<file path="src/hdl/pmce_pkg.sv">
// pmce_pkg: shared constants, payload structs and controller/datapath signal groups
// for the plotter move command encoder. No dependencies.

package pmce_pkg;

  localparam int COORD_BITS = 24;
  localparam int DELTA_BITS = COORD_BITS + 1;
  localparam int PROD_BITS  = COORD_BITS + 4;

  localparam int DELTA_MAX = 8191;
  localparam int DELTA_MIN = -8192;

  localparam logic [63:0] POW10_TABLE [10] = '{
    64'd1, 64'd10, 64'd100, 64'd1000, 64'd10000, 64'd100000,
    64'd1000000, 64'd10000000, 64'd100000000, 64'd1000000000
  };

  // digits needed for the largest magnitude, 2^(bits-1)
  function automatic int num_digits(int bits);
    int n;
    n = 1;
    for (int i = 1; i < 10; i++) begin
      if (POW10_TABLE[i] <= (64'd1 << (bits - 1))) n = i + 1;
    end
    return n;
  endfunction

  localparam int NUM_DIGITS = num_digits(COORD_BITS);
  localparam int POS_BITS   = (NUM_DIGITS > 1) ? $clog2(NUM_DIGITS) : 1;

  localparam logic [7:0] CH_DRAW_REL = 8'h53;  // 'S'
  localparam logic [7:0] CH_MOVE_REL = 8'h54;  // 'T'
  localparam logic [7:0] CH_DRAW_ABS = 8'h44;  // 'D'
  localparam logic [7:0] CH_MOVE_ABS = 8'h55;  // 'U'
  localparam logic [7:0] CH_MINUS    = 8'h2d;
  localparam logic [7:0] CH_COMMA    = 8'h2c;
  localparam logic [7:0] CH_CR       = 8'h0d;
  localparam logic [7:0] CH_ZERO     = 8'h30;

  typedef struct packed {
    logic signed [23:0] x_steps;
    logic signed [23:0] y_steps;
    logic               pen_down;
  } point_t;

  typedef struct packed {
    logic [7:0] out_byte;
    logic       last_byte;
  } cmd_byte_t;

  typedef enum logic [3:0] {
    BK_CMD,
    BK_DX_HI,
    BK_DX_LO,
    BK_DY_HI,
    BK_DY_LO,
    BK_MINUS,
    BK_DIGIT,
    BK_COMMA,
    BK_CR
  } byte_kind_t;

  typedef struct packed {
    logic       load;
    logic       emit;
    byte_kind_t kind;
    logic       mag_load;
    logic       mag_sel_y;
    logic       digit_step;
  } ctrl_cmd_t;

  typedef struct packed {
    logic out_free;
    logic short_fit;
    logic x_neg;
    logic y_neg;
    logic digit_zero;
    logic started;
    logic pos_zero;
  } ctrl_sts_t;

endpackage

</file>
<file path="src/hdl/pmce_datapath.sv">
// pmce_datapath: previous point, deltas, decimal digit unit, byte select and the
// output register. Depends on pmce_pkg; driven by pmce_ctrl commands.

module pmce_datapath (
  input  logic                clk,
  input  logic                rst,
  input  pmce_pkg::point_t    point,
  input  logic                cfg_valid,
  input  logic                cfg_data,
  input  pmce_pkg::ctrl_cmd_t cmd,
  output pmce_pkg::ctrl_sts_t sts,
  output logic                byte_valid,
  input  logic                byte_stall,
  output pmce_pkg::cmd_byte_t cmd_byte
);

  localparam int C = pmce_pkg::COORD_BITS;
  localparam int W = pmce_pkg::DELTA_BITS;
  localparam int P = pmce_pkg::PROD_BITS;
  localparam logic [pmce_pkg::POS_BITS-1:0] POS_TOP =
    pmce_pkg::POS_BITS'(pmce_pkg::NUM_DIGITS - 1);
  localparam logic signed [W-1:0] LIM_HI = W'(pmce_pkg::DELTA_MAX);
  localparam logic signed [W-1:0] LIM_LO = W'(pmce_pkg::DELTA_MIN);

  logic                           dry_run;
  logic signed [C-1:0]            prev_x;
  logic signed [C-1:0]            prev_y;
  logic signed [W-1:0]            dx;
  logic signed [W-1:0]            dy;
  logic                           draw;
  logic [C-1:0]                   mag;
  logic [pmce_pkg::POS_BITS-1:0]  pos;
  logic                           started;

  logic signed [C-1:0]            new_x;
  logic signed [C-1:0]            new_y;
  logic [C-1:0]                   abs_x;
  logic [C-1:0]                   abs_y;
  logic [P-1:0]                   pow;
  logic [P-1:0]                   prod;
  logic [P-1:0]                   sub;
  logic [3:0]                     digit;
  logic                           short_fit;
  logic [7:0]                     byte_sel;

  assign new_x = C'(point.x_steps);
  assign new_y = C'(point.y_steps);
  assign abs_x = prev_x[C-1] ? (~prev_x + 1'b1) : prev_x;
  assign abs_y = prev_y[C-1] ? (~prev_y + 1'b1) : prev_y;
  assign short_fit = (dx <= LIM_HI) && (dx >= LIM_LO) && (dy <= LIM_HI) && (dy >= LIM_LO);

  // one decimal digit per step, by compare against the nine multiples
  always_comb begin
    pow   = pmce_pkg::POW10_TABLE[4'(pos)][P-1:0];
    digit = 4'd0;
    sub   = '0;
    prod  = '0;
    for (int d = 1; d < 10; d++) begin
      prod = P'(pow * 4'(d));
      if ({4'b0, mag} >= prod) begin
        digit = 4'(d);
        sub   = prod;
      end
    end
  end

  always_comb begin
    case (cmd.kind)
      pmce_pkg::BK_CMD: begin
        if (short_fit) byte_sel = draw ? pmce_pkg::CH_DRAW_REL : pmce_pkg::CH_MOVE_REL;
        else byte_sel = draw ? pmce_pkg::CH_DRAW_ABS : pmce_pkg::CH_MOVE_ABS;
      end
      pmce_pkg::BK_DX_HI: byte_sel = {1'b1, dx[13:7]};
      pmce_pkg::BK_DX_LO: byte_sel = {1'b1, dx[6:0]};
      pmce_pkg::BK_DY_HI: byte_sel = {1'b1, dy[13:7]};
      pmce_pkg::BK_DY_LO: byte_sel = {1'b1, dy[6:0]};
      pmce_pkg::BK_MINUS: byte_sel = pmce_pkg::CH_MINUS;
      pmce_pkg::BK_DIGIT: byte_sel = pmce_pkg::CH_ZERO + {4'b0, digit};
      pmce_pkg::BK_COMMA: byte_sel = pmce_pkg::CH_COMMA;
      pmce_pkg::BK_CR:    byte_sel = pmce_pkg::CH_CR;
      default:            byte_sel = pmce_pkg::CH_CR;
    endcase
  end

  always_ff @(posedge clk) begin
    if (rst) begin
      dry_run <= 1'b0;
      prev_x  <= '0;
      prev_y  <= '0;
    end else begin
      if (cfg_valid) dry_run <= cfg_data;
      if (cmd.load) begin
        prev_x <= new_x;
        prev_y <= new_y;
      end
    end
  end

  always_ff @(posedge clk) begin
    if (cmd.load) begin
      dx   <= {new_x[C-1], new_x} - {prev_x[C-1], prev_x};
      dy   <= {new_y[C-1], new_y} - {prev_y[C-1], prev_y};
      draw <= point.pen_down && !dry_run;
    end
    if (cmd.mag_load) begin
      mag     <= cmd.mag_sel_y ? abs_y : abs_x;
      pos     <= POS_TOP;
      started <= 1'b0;
    end else if (cmd.digit_step) begin
      mag     <= mag - sub[C-1:0];
      pos     <= pos - 1'b1;
      started <= started || (digit != 4'd0);
    end
  end

  // output register
  always_ff @(posedge clk) begin
    if (rst) begin
      byte_valid <= 1'b0;
    end else if (cmd.emit) begin
      byte_valid <= 1'b1;
    end else if (!byte_stall) begin
      byte_valid <= 1'b0;
    end
  end

  always_ff @(posedge clk) begin
    if (cmd.emit) begin
      cmd_byte.out_byte  <= byte_sel;
      cmd_byte.last_byte <= (cmd.kind == pmce_pkg::BK_CR);
    end
  end

  assign sts.out_free   = !byte_valid || !byte_stall;
  assign sts.short_fit  = short_fit;
  assign sts.x_neg      = prev_x[C-1];
  assign sts.y_neg      = prev_y[C-1];
  assign sts.digit_zero = (digit == 4'd0);
  assign sts.started    = started;
  assign sts.pos_zero   = (pos == '0);

endmodule

</file>
<file path="src/hdl/pmce_ctrl.sv">
// pmce_ctrl: command sequencer for one point, relative or absolute form.
// Depends on pmce_pkg; drives pmce_datapath through ctrl_cmd_t.

module pmce_ctrl (
  input  logic                clk,
  input  logic                rst,
  input  logic                point_valid,
  output logic                point_stall,
  input  pmce_pkg::ctrl_sts_t sts,
  output pmce_pkg::ctrl_cmd_t cmd
);

  typedef enum logic [3:0] {
    ST_IDLE,
    ST_CMD,
    ST_DX_HI,
    ST_DX_LO,
    ST_DY_HI,
    ST_DY_LO,
    ST_X_SIGN,
    ST_X_DIG,
    ST_COMMA,
    ST_Y_SIGN,
    ST_Y_DIG,
    ST_CR
  } state_t;

  state_t state;
  state_t state_next;
  logic   skip;

  assign point_stall = (state != ST_IDLE);
  // leading zero, not the units digit
  assign skip = sts.digit_zero && !sts.started && !sts.pos_zero;

  always_comb begin
    cmd        = '0;
    cmd.kind   = pmce_pkg::BK_CR;
    state_next = state;
    unique case (state) inside
      ST_IDLE: begin
        if (point_valid) begin
          cmd.load   = 1'b1;
          state_next = ST_CMD;
        end
      end
      ST_CMD: begin
        cmd.kind = pmce_pkg::BK_CMD;
        if (sts.out_free) begin
          cmd.emit   = 1'b1;
          state_next = sts.short_fit ? ST_DX_HI : ST_X_SIGN;
        end
      end
      ST_DX_HI: begin
        cmd.kind = pmce_pkg::BK_DX_HI;
        if (sts.out_free) begin
          cmd.emit   = 1'b1;
          state_next = ST_DX_LO;
        end
      end
      ST_DX_LO: begin
        cmd.kind = pmce_pkg::BK_DX_LO;
        if (sts.out_free) begin
          cmd.emit   = 1'b1;
          state_next = ST_DY_HI;
        end
      end
      ST_DY_HI: begin
        cmd.kind = pmce_pkg::BK_DY_HI;
        if (sts.out_free) begin
          cmd.emit   = 1'b1;
          state_next = ST_DY_LO;
        end
      end
      ST_DY_LO: begin
        cmd.kind = pmce_pkg::BK_DY_LO;
        if (sts.out_free) begin
          cmd.emit   = 1'b1;
          state_next = ST_CR;
        end
      end
      ST_X_SIGN, ST_Y_SIGN: begin
        cmd.kind      = pmce_pkg::BK_MINUS;
        cmd.mag_sel_y = (state == ST_Y_SIGN);
        if (sts.out_free) begin
          cmd.emit     = (state == ST_Y_SIGN) ? sts.y_neg : sts.x_neg;
          cmd.mag_load = 1'b1;
          state_next   = (state == ST_Y_SIGN) ? ST_Y_DIG : ST_X_DIG;
        end
      end
      ST_X_DIG, ST_Y_DIG: begin
        cmd.kind = pmce_pkg::BK_DIGIT;
        if (skip) begin
          cmd.digit_step = 1'b1;
        end else if (sts.out_free) begin
          cmd.emit       = 1'b1;
          cmd.digit_step = 1'b1;
          if (sts.pos_zero) state_next = (state == ST_Y_DIG) ? ST_CR : ST_COMMA;
        end
      end
      ST_COMMA: begin
        cmd.kind = pmce_pkg::BK_COMMA;
        if (sts.out_free) begin
          cmd.emit   = 1'b1;
          state_next = ST_Y_SIGN;
        end
      end
      ST_CR: begin
        cmd.kind = pmce_pkg::BK_CR;
        if (sts.out_free) begin
          cmd.emit   = 1'b1;
          state_next = ST_IDLE;
        end
      end
      default: state_next = ST_IDLE;
    endcase
  end

  always_ff @(posedge clk) begin
    if (rst) begin
      state <= ST_IDLE;
    end else begin
      state <= state_next;
    end
  end

  a_load_starts: assert property (@(posedge clk) disable iff (rst)
    cmd.load |=> state == ST_CMD)
    else $error("point load did not start a command");

  a_emit_free: assert property (@(posedge clk) disable iff (rst)
    cmd.emit |-> sts.out_free)
    else $error("byte emitted into a full output register");

  a_cr_ends: assert property (@(posedge clk) disable iff (rst)
    cmd.emit && cmd.kind == pmce_pkg::BK_CR |=> state == ST_IDLE)
    else $error("command did not end after carriage return");

  a_idle_quiet: assert property (@(posedge clk) disable iff (rst)
    state == ST_IDLE |-> !cmd.emit && !cmd.digit_step && !cmd.mag_load)
    else $error("datapath activity while idle");

endmodule

</file>
<file path="src/hdl/plotter_move_command_encoder_core.sv">
// plotter_move_command_encoder_core: top level, sequencer plus datapath.
// Depends on pmce_pkg, pmce_ctrl and pmce_datapath.
//
// Usage:
//   point channel (point_valid / point_stall / point): one target point per
//   request. A request is taken when point_valid is high and point_stall low.
//   byte channel (byte_valid / byte_stall / cmd_byte): the command bytes of
//   that point, one per request, last_byte set on the closing carriage return.
//   cfg channel (cfg_valid / cfg_ready / cfg_data): dry-run flag, always ready;
//   write it only while no command is in progress.
// Timing:
//   the point is loaded in the idle state and the first byte is emitted from
//   the command state into the output register; then one byte per cycle
//   while the receiver does not stall, except that a sign slot of a positive
//   coordinate and a skipped leading zero give no byte. An absolute command
//   has a sign slot and seven digit positions per coordinate. The sequencer
//   holds point_stall high until the carriage return is registered, so the
//   next point is taken only after the command of the last one is complete.
// Stall: a stalled byte holds in the output register and the sequencer waits.
// Reset: previous point is cleared to zero, dry-run off, no byte pending.

module plotter_move_command_encoder_core (
  input  logic                clk,
  input  logic                rst,
  input  logic                point_valid,
  output logic                point_stall,
  input  pmce_pkg::point_t    point,
  output logic                byte_valid,
  input  logic                byte_stall,
  output pmce_pkg::cmd_byte_t cmd_byte,
  input  logic                cfg_valid,
  output logic                cfg_ready,
  input  logic                cfg_data
);

  pmce_pkg::ctrl_cmd_t cmd;
  pmce_pkg::ctrl_sts_t sts;

  assign cfg_ready = 1'b1;

  pmce_ctrl u_ctrl (
    .clk         (clk),
    .rst         (rst),
    .point_valid (point_valid),
    .point_stall (point_stall),
    .sts         (sts),
    .cmd         (cmd)
  );

  pmce_datapath u_datapath (
    .clk        (clk),
    .rst        (rst),
    .point      (point),
    .cfg_valid  (cfg_valid && cfg_ready),
    .cfg_data   (cfg_data),
    .cmd        (cmd),
    .sts        (sts),
    .byte_valid (byte_valid),
    .byte_stall (byte_stall),
    .cmd_byte   (cmd_byte)
  );

endmodule
</file>
<file path="config.mk">
export PLATFORM = sky130hd
export DESIGN_NAME = plotter_move_command_encoder_core
export DESIGN_NICKNAME = d
export VERILOG_FILES = /design/src/hdl/pmce_pkg.sv /design/src/hdl/pmce_datapath.sv /design/src/hdl/pmce_ctrl.sv /design/src/hdl/plotter_move_command_encoder_core.sv
export SDC_FILE = /design/constraint.sdc
export NUM_CORES = 1
export LEC_CHECK = 0
export BUFFER_PORTS_ARGS = -buffer_cell sky130_fd_sc_hd__buf_2
export CAP_MARGIN = 20
export CORE_MARGIN = 2
export CORE_UTILIZATION = 50
export CTS_CLUSTER_DIAMETER = 150
export CTS_CLUSTER_SIZE = 40
export DETAILED_ROUTE_END_ITERATION = 8
export PLACE_DENSITY = 0.66
export SKIP_CTS_REPAIR_TIMING = 1
export SYNTH_ARGS = -nofsm -noshare
export SYNTH_HDL_FRONTEND = slang
export SYNTH_SLANG_ARGS = --single-unit
</file>
<file path="constraint.sdc">
create_clock -name clk -period 18.1 [get_ports clk]
set_input_delay 2.715 -clock clk [delete_from_list [all_inputs] [get_ports clk]]
set_output_delay 2.715 -clock clk [all_outputs]
set_load 0.1 [all_outputs]
</file>
==> results of run 1 <==
==> cell usage in the layout, fill, tap and decap left out, types with 30 or more instances in the layout <==
master / synthesis / final
inv_1: 148 / 148
nor3_1: 43 / 42
nand3_1: 43 / 43
nor2b_1: 32 / 32
nor2_1: 177 / 177
nand2b_1: 30 / 30
dfxtp_1: 58 / 58
ha_1: 341 / 341
xor2_1: 48 / 48
o211ai_1: 38 / 38
buf_4: 2 / 32
xnor2_1: 113 / 113
nand2_1: 268 / 268
a31oi_1: 39 / 39
o21ai_0: 170 / 170
buf_2: 7 / 65
a21oi_1: 238 / 237
a21o_1: 66 / 66
nand4_1: 44 / 44
edfxtp_1: 84 / 84
==> critical path, delay by kind of cell, from the launching register on <==
kind | cells | cell delay, ns
xor gates and xnor gates | 1 | 0.19
and+or+nand+nor | 8 | 1.80
buffers and inverters | 4 | 1.38
AOI/OAI and AO/OA | 22 | 5.15
adders and majority gates | 6 | 2.29
DFF | 1 | 0.82
==> flip-flops by register name, summed over array words and instances (netlist names) <==
name,flops
u_ctrl.state,4
u_datapath.byte_valid,1
u_datapath.cmd_byte,9
u_datapath.draw,1
u_datapath.dry_run,1
u_datapath.dx,25
u_datapath.dy,25
u_datapath.mag,24
u_datapath.pos,3
u_datapath.prev_x,24
u_datapath.prev_y,24
u_datapath.started,1
==> worst max path at each step <==
stage	to	depth (start not counted)	slack (ns)
2_1_floorplan	u_datapath.mag[22]	41	9.27
3_3_place_gp	u_datapath.mag[22]	41	6.54
3_5_place_dp	u_datapath.mag[22]	41	6.37
4_1_cts	u_datapath.mag[22]	41	6.28
5_1_grt	u_datapath.mag[22]	41	5.59
6_report	u_datapath.mag[22]	41	6.13
==> per-stage QoR <==
stage / hold WS, ns / utilization
global placement: 0.442 / 0.532
floorplan: 0.436 / -
detailed placement: 0.452 / 0.532
finish: 0.456 / 0.547
global route: 0.484 / 0.547
CTS: 0.461 / 0.547
==> routing by layer <==
layer  part of all wire  vias up
met1               0.41     9312
li1                   -     9325
met5                  0        -
met3              0.072      217
met4              0.070        0
met2               0.45      882
==> area by class of cell <==
type,count,area share
multi-input combinational,2121,0.714
sequential,142,0.173
tap,518,0.0305
inverter,156,0.0278
timing repair buffer,97,0.0266
clock buffer,18,0.0202
clock inverter,14,0.00766
==> cells by family after synthesis <==
logic type | after synthesis | share of synthesized area
xor+xnor | 163 | 0.0736
other cells | 2 | 0.000380
buf+inv | 247 | 0.0482
mux | 26 | 0.0142
fa+ha+maj | 356 | 0.229
compound gates | 816 | 0.267
simple gates | 756 | 0.181
flops | 142 | 0.186
==> results.py, run 1 <==
metrics = {
    "critical_path": {
        "required_ns": 18.27,
        "crit_type": "reg2reg",
        "cp_common_cell": "ha_1",
        "start_kind": "flop",
        "worstPathMaxFanout": 22,
        "reg2reg_slack_ns": 6.13,
        "cp.arrival_ns": 12.13,
        "r2r-start": "u_datapath.pos[0]",
        "crit_path_top_delay_cell": "dfxtp_1",
        "cp-end-kind": "flop",
        "rr_endpoint": "u_datapath.mag[22]",
        "r2r_cells": 41,
        "max_stage_delay_ns": 0.82,
        "cp-startpoint": "u_datapath.pos[0]",
    },
    "cts": {
        "htree_levels": 4,
        "cts.sinks": 142,
        "clk_latency_ns": 0.45,
        "clockRootBuffer": "clkbuf_16",
        "cts_made_buffers": 17,
        "clock_path_buffers": 2,
        "cts_tree": "yes",
        "clk_pin_slew_ns": 0.07,
    },
    "timing": {
        "min_period_ns": 11.97,
        "fin_worst_skew_ns": 0.0173,
        "slew_headroom": 0.316,
        "final-max-slew-violation-count": 0,
        "period_share": 0.661,
        "rsz0062_at_grt": "false",
        "worst_pin_slew_ns": 1.02,
        "fin_tns_setup_ns": 0,
        "fin_ws_ns": 6.13,
        "hold_viol": 0,
        "setup_viol": 0,
        "max_freq_mhz": 83.6,
    },
    "synthesis": {
        "synth_area_leaders": "ha_1, edfxtp_1, a21oi_1",
        "postSynthAreaPerCell_um2": 7.88,
        "synth_top_area_cell": "ha_1",
        "synth.distinct_cells": 97,
        "netlist_instances": 2508,
        "seq_area_frac_synth": 0.186,
        "synth_commonest_cells": "ha_1, nand2_1, a21oi_1",
        "synth-edff-count": 84,
        "synthMostInstantiatedCell": "ha_1",
        "synth_ff_type": "edfxtp_1",
        "async_reset_ff_frac": 0,
        "ys_seq_elements": 142,
        "synth_top_area_frac": 0.216,
        "ys_warn_count": 0,
        "synth_area_um2": 19800,
    },
    "global_routing": {
        "grtUsageTotal": 0.336,
        "grt_max_degree": 75,
        "busiest_layer": "met2",
        "use_met2": 0.543,
        "grt_pass1_wl_mm": 107,
        "met1_usage": 0.428,
        "antenna_found_initial": 0,
        "grt_pass1_vias": 18800,
        "met3_usage": 0.0369,
        "overflow": 0,
    },
    "placement": {
        "placed_area_um2": 20600,
        "numPortBuffers": 65,
        "dp_hpwl_mm": 55.3,
        "dp_slack_ns": 6.37,
        "place_congestion": 1.02,
        "placed_cells": 3034,
    },
    "route": {
        "avgViaCountPerCell": 6.44,
        "wl_per_cell_um": 22.9,
        "drtIter0Drc": 1931,
        "drc": 0,
        "ant_nets": 0,
        "drt-pass1-iter-count": 6,
        "finalWirelength_mm": 70.3,
        "via_count": 19700,
    },
    "layout": {
        "final_area_um2": 21200,
        "nNetsFinal": 2942,
        "drive_gt1_frac": 0.0718,
        "num-fill-cells": 3702,
        "fin_cells": 3066,
        "multi_input_area_um2": 15200,
        "num_antenna_cells": 0,
        "seq_area_um2": 3680,
        "area.growth.synth_to_final_pct": 7.37,
    },
    "status": {
        "status": "finished clean",
    },
    "min_path": {
        "worstHoldStart": "u_datapath.prev_x[6]",
        "min_to": "u_datapath.prev_x[6]",
        "hold_path_depth": 2,
        "hp-class": "reg2reg",
    },
    "die": {
        "design.core.area_um2": 38800,
        "rows": 72,
        "start_util": 0.509,
        "io-pin-count": 67,
        "die_area_um2": 41200,
        "die_w_um": 203,
        "die_h_um": 203,
    },
    "run": {
        "maxCapViolCount": 0,
    },
}
Power of run 1 is not shown: default switching activity piles up to over one toggle a cycle in this logic, so the estimate is an artifact.
==> run 2, diff against run 1 <==
Settings changed: PLACE_DENSITY 0.66 to 0.69.
Clock period 18.1 ns to 9.65 ns, I/O delays scaled along.
==> run 2 against run 1 <==
Against the previous run:
- clock skew down 0.0014 ns
- first-iteration DRC count up 7.5%
- core utilization up 1.2 points
- wire length up 2.9%
- critical path depth up 2
- flip-flop and latch count unchanged
- worst setup slack worse by 5.7 ns
- via count up 1.7%
- register-to-register slack worse by 5.7 ns
- critical path type unchanged
- highest routed layer is now met5
==> results.py, run 2 (synthesis gave the netlist of run 1 again) <==
metrics = {
    "status": {
        "status": "finished clean",
    },
    "critical_path": {
        "start_kind": "flop",
        "reg2reg_slack_ns": 0.44,
        "r2r-start": "u_datapath.pos[1]",
        "cp-startpoint": "u_datapath.pos[1]",
        "cp-end-kind": "flop",
        "rr_endpoint": "u_datapath.mag[23]",
        "crit_path_top_delay_cell": "or3b_2",
        "r2r_cells": 43,
        "crit_type": "reg2reg",
        "required_ns": 9.85,
        "worstPathMaxFanout": 13,
        "max_stage_delay_ns": 0.51,
        "cp_common_cell": "ha_1",
        "cp.arrival_ns": 9.41,
    },
    "route": {
        "drt-pass1-iter-count": 8,
        "drc": 0,
        "avgViaCountPerCell": 6.43,
        "ant_nets": 0,
        "finalWirelength_mm": 72.3,
        "wl_per_cell_um": 23.2,
        "drtIter0Drc": 2076,
        "via_count": 20100,
    },
    "cts": {
        "htree_levels": 4,
        "clock_path_buffers": 2,
        "cts_tree": "yes",
        "clockRootBuffer": "clkbuf_16",
        "clk_latency_ns": 0.46,
        "cts_made_buffers": 17,
        "cts.sinks": 142,
        "clk_pin_slew_ns": 0.07,
    },
    "layout": {
        "area.growth.synth_to_final_pct": 9.67,
        "top_regs": "u_datapath.dx (25), u_datapath.dy (25)",
        "layout_common_cells": "ha_1, nand2_1, a21oi_1",
        "drive_gt1_frac": 0.0985,
        "num-fill-cells": 3670,
        "final_common_cell": "ha_1",
        "nNetsFinal": 2994,
        "num_antenna_cells": 0,
    },
    "timing": {
        "slew_headroom": 0.297,
        "final-max-slew-violation-count": 0,
        "fin_worst_skew_ns": 0.0159,
        "fin_tns_setup_ns": 0,
        "hold_viol": 0,
        "min_period_ns": 9.21,
        "worst_pin_slew_ns": 1.04,
        "period_share": 0.954,
        "max_freq_mhz": 109,
        "setup_viol": 0,
    },
    "placement": {
        "numPortBuffers": 65,
        "place_congestion": 1.06,
        "dp_hpwl_mm": 57.3,
    },
    "run": {
        "maxCapViolCount": 0,
    },
    "global_routing": {
        "grt_pass1_vias": 19300,
        "grt_pass1_wl_mm": 110,
        "overflow": 0,
        "grtUsageTotal": 0.349,
        "antenna_found_initial": 1,
        "grt_max_degree": 63,
    },
    "min_path": {
        "hp-class": "reg2reg",
        "min_to": "u_datapath.prev_y[5]",
        "hold_path_depth": 2,
        "worstHoldStart": "u_datapath.prev_y[5]",
    },
    "die": {
        "die_area_um2": 41200,
        "io-pin-count": 67,
        "rows": 72,
        "die_h_um": 203,
        "start_util": 0.509,
        "design.core.area_um2": 38800,
        "die_w_um": 203,
    },
}
-- run 2: per-layer routing --
metal | wire [µm] | track usage | vias up
met5 | 12 | 0 | -
met4 | 4700 | 0.206 | 2
met3 | 5470 | 0.0454 | 219
met2 | 32900 | 0.571 | 948
met1 | 29200 | 0.440 | 9467
li1 | - | - | 9426
-- run 2: worst max-delay path: cells and delay by family (launching register included) --
kind | cells | cell delay (ns)
compound gates | 20 | 3.78
fa+ha+maj | 6 | 1.72
xor+xnor | 2 | 0.53
flops | 1 | 0.31
buf+inv | 6 | 0.96
simple gates | 9 | 1.64
-- run 2: worst max-delay path by stage --
stage | cells past startpoint | slack [ns] | to
2_1_floorplan | 41 | 0.82 | u_datapath.mag[22]
3_3_place_gp | 40 | 0.24 | u_datapath.mag[22]
3_5_place_dp | 41 | -0.04 | u_datapath.mag[22]
4_1_cts | 41 | -0.06 | u_datapath.mag[22]
5_1_grt | 40 | -0.05 | u_datapath.mag[23]
6_report | 43 | 0.44 | u_datapath.mag[23]
-- run 2: per-stage QoR --
step            util  worst slack [ns]  cell area (µm²)  hold WS [ns]  cells
3_3_place_gp   0.542             0.245            21000         0.442   3086
5_1_grt        0.559           -0.0533            21700         0.480   3118
2_1_floorplan      -             0.824            19800         0.436   2510
3_5_place_dp   0.542           -0.0362            21000         0.448   3086
6_report       0.559             0.440            21700         0.456   3118
4_1_cts        0.556           -0.0629            21600         0.457   3118
-- run 2: final cells by class --
| class | count | area, µm² | area share |
|---|---|---|---|
| multi-input cells | 2121 | 15200 | 0.703 |
| flip-flops and latches | 142 | 3680 | 0.170 |
| repair buffers | 149 | 972 | 0.0448 |
| well taps | 518 | 648 | 0.0299 |
| inverters | 156 | 593 | 0.0273 |
| clock buffers | 21 | 472 | 0.0218 |
| clock inverters | 11 | 78.8 | 0.00363 |
Power of run 2 is left out for the same reason.
==> run 3, diff against run 2 <==
Settings changed: CELL_PAD_IN_SITES_DETAIL_PLACEMENT set to 1, CELL_PAD_IN_SITES_GLOBAL_PLACEMENT set to 1, CORE_UTILIZATION 50 to 44, PLACE_DENSITY 0.69 to unset, PLACE_DENSITY_LB_ADDON set to 0.1.
==> run 3 against run 2 <==
Against the previous run:
- clock skew grew 0.0017 ns
- final cell count grew 2.3%
- global-route usage shrank 0.21 points
- non-clock buffer count shrank 1
- critical path type unchanged
- worst setup slack gained 0.098 ns
==> results.py, run 3 (synthesis gave the netlist of run 1 again) <==
metrics = {
    "cts": {
        "clk_latency_ns": 0.46,
        "cts_made_buffers": 17,
        "cts.sinks": 142,
        "htree_levels": 4,
        "clk_pin_slew_ns": 0.07,
        "clockRootBuffer": "clkbuf_16",
        "clock_path_buffers": 2,
        "cts_tree": "yes",
    },
    "die": {
        "rows": 77,
        "start_util": 0.446,
        "die_area_um2": 46700,
        "die_w_um": 216,
        "io-pin-count": 67,
        "die_h_um": 216,
        "design.core.area_um2": 44300,
    },
    "global_routing": {
        "antenna_found_initial": 1,
        "grtUsageTotal": 0.347,
        "grt_max_degree": 55,
        "overflow": 0,
        "grt_pass1_vias": 20900,
        "grt_pass1_wl_mm": 124,
    },
    "timing": {
        "rsz0062_at_grt": "false",
        "min_period_ns": 9.11,
        "setup_viol": 0,
        "worst_pin_slew_ns": 0.865,
        "fin_worst_skew_ns": 0.0176,
        "hold_viol": 0,
        "period_share": 0.944,
        "fin_ws_ns": 0.538,
        "slew_headroom": 0.422,
        "final-max-slew-violation-count": 0,
        "fin_tns_setup_ns": 0,
        "max_freq_mhz": 110,
    },
    "min_path": {
        "hold_path_depth": 2,
        "hp-class": "reg2reg",
        "worstHoldStart": "u_datapath.prev_x[6]",
        "min_to": "u_datapath.prev_x[6]",
    },
    "critical_path": {
        "crit_path_top_delay_cell": "fa_1",
        "required_ns": 9.84,
        "reg2reg_slack_ns": 0.54,
        "r2r-start": "u_datapath.pos[1]",
        "cp.arrival_ns": 9.30,
        "cp_common_cell": "ha_1",
        "path_delay_family": "compound AO/OA/AOI/OAI gates",
        "start_kind": "flop",
        "max_stage_delay_ns": 0.56,
        "cp_num_buf_inv": 5,
        "cp-end-kind": "flop",
        "rr_endpoint": "u_datapath.mag[22]",
        "worstPathMaxFanout": 13,
        "r2r_cells": 42,
        "crit_type": "reg2reg",
        "path_depth": 42,
    },
    "layout": {
        "top_regs": "u_datapath.dx (25), u_datapath.dy (25)",
        "drive_gt1_frac": 0.104,
        "area.growth.synth_to_final_pct": 10.4,
        "num-fill-cells": 5423,
        "num_antenna_cells": 0,
        "layout_common_cells": "ha_1, nand2_1, a21oi_1",
        "nNetsFinal": 2993,
        "final_common_cell": "ha_1",
    },
    "route": {
        "wl_per_cell_um": 25.5,
        "finalWirelength_mm": 81.4,
        "via_count": 20000,
        "avgViaCountPerCell": 6.27,
        "drt-pass1-iter-count": 5,
        "drtIter0Drc": 1224,
        "ant_nets": 0,
        "drc": 0,
    },
    "placement": {
        "dp_slack_ns": -0.594,
        "place_congestion": 1.01,
        "dp_hpwl_mm": 65.4,
        "numPortBuffers": 65,
    },
    "run": {
        "maxCapViolCount": 0,
    },
    "status": {
        "status": "finished clean",
    },
}
[run 3: changes by cell type in the layout (fill, tap and decap cells not counted), moves of 3 or more]
cell        change
a21oi_2         +6
ha_1            -3
inv_2           +3
a21oi_1         -6
inv_1           -3
clkinvlp_4      -4
[run 3: stage by stage]
step	instances	hold slack (ns)	util	instance area (µm²)
2_1_floorplan	2510	0.436	-	19800
3_3_place_gp	3156	0.443	0.476	21100
3_5_place_dp	3156	0.459	0.476	21100
4_1_cts	3188	0.470	0.489	21700
5_1_grt	3191	0.487	0.493	21800
6_report	3191	0.467	0.493	21800
[run 3: layer usage]
layer | part of all wire | vias to the layer above | GRT usage
met2 | 0.48 | 521 | 0.597
met5 | 0.000086 | - | 0
met4 | 0.060 | 2 | 0.198
met1 | 0.42 | 9867 | 0.419
li1 | - | 9423 | -
met3 | 0.033 | 199 | 0.0385
[run 3: worst reg2reg max path: cells and delay by family (launching register included)]
family,cells,cell delay [ns]
XOR/XNOR,1,0.25
flip-flops,1,0.36
AND/OR/NAND/NOR,9,1.50
adder cells (fa/ha/maj),6,2.06
buffers and inverters,5,0.59
AO/OA/AOI/OAI,21,4.10
[run 3: worst max-delay path by stage]
stage	from	endpoint	slack, ns
after floorplan	u_datapath.pos[0]	u_datapath.mag[22]	0.82
after global placement	u_datapath.pos[1]	u_datapath.mag[22]	0.01
after detailed placement	u_datapath.pos[1]	u_datapath.mag[22]	-0.59
after CTS	u_datapath.pos[1]	u_datapath.mag[22]	-0.65
after global routing	u_datapath.pos[1]	u_datapath.mag[22]	0.006
final	u_datapath.pos[1]	u_datapath.mag[22]	0.54
[run 3: layout make-up]
type,count,area [µm²],area share
inverter,156,593,0.0272
clock buffer,21,472,0.0216
sequential,142,3680,0.169
tap,592,741,0.0339
multi-input combinational,2121,15300,0.701
timing repair buffer,148,966,0.0442
clock inverter,11,80.1,0.00367
Power of run 3 is left out for the same reason.
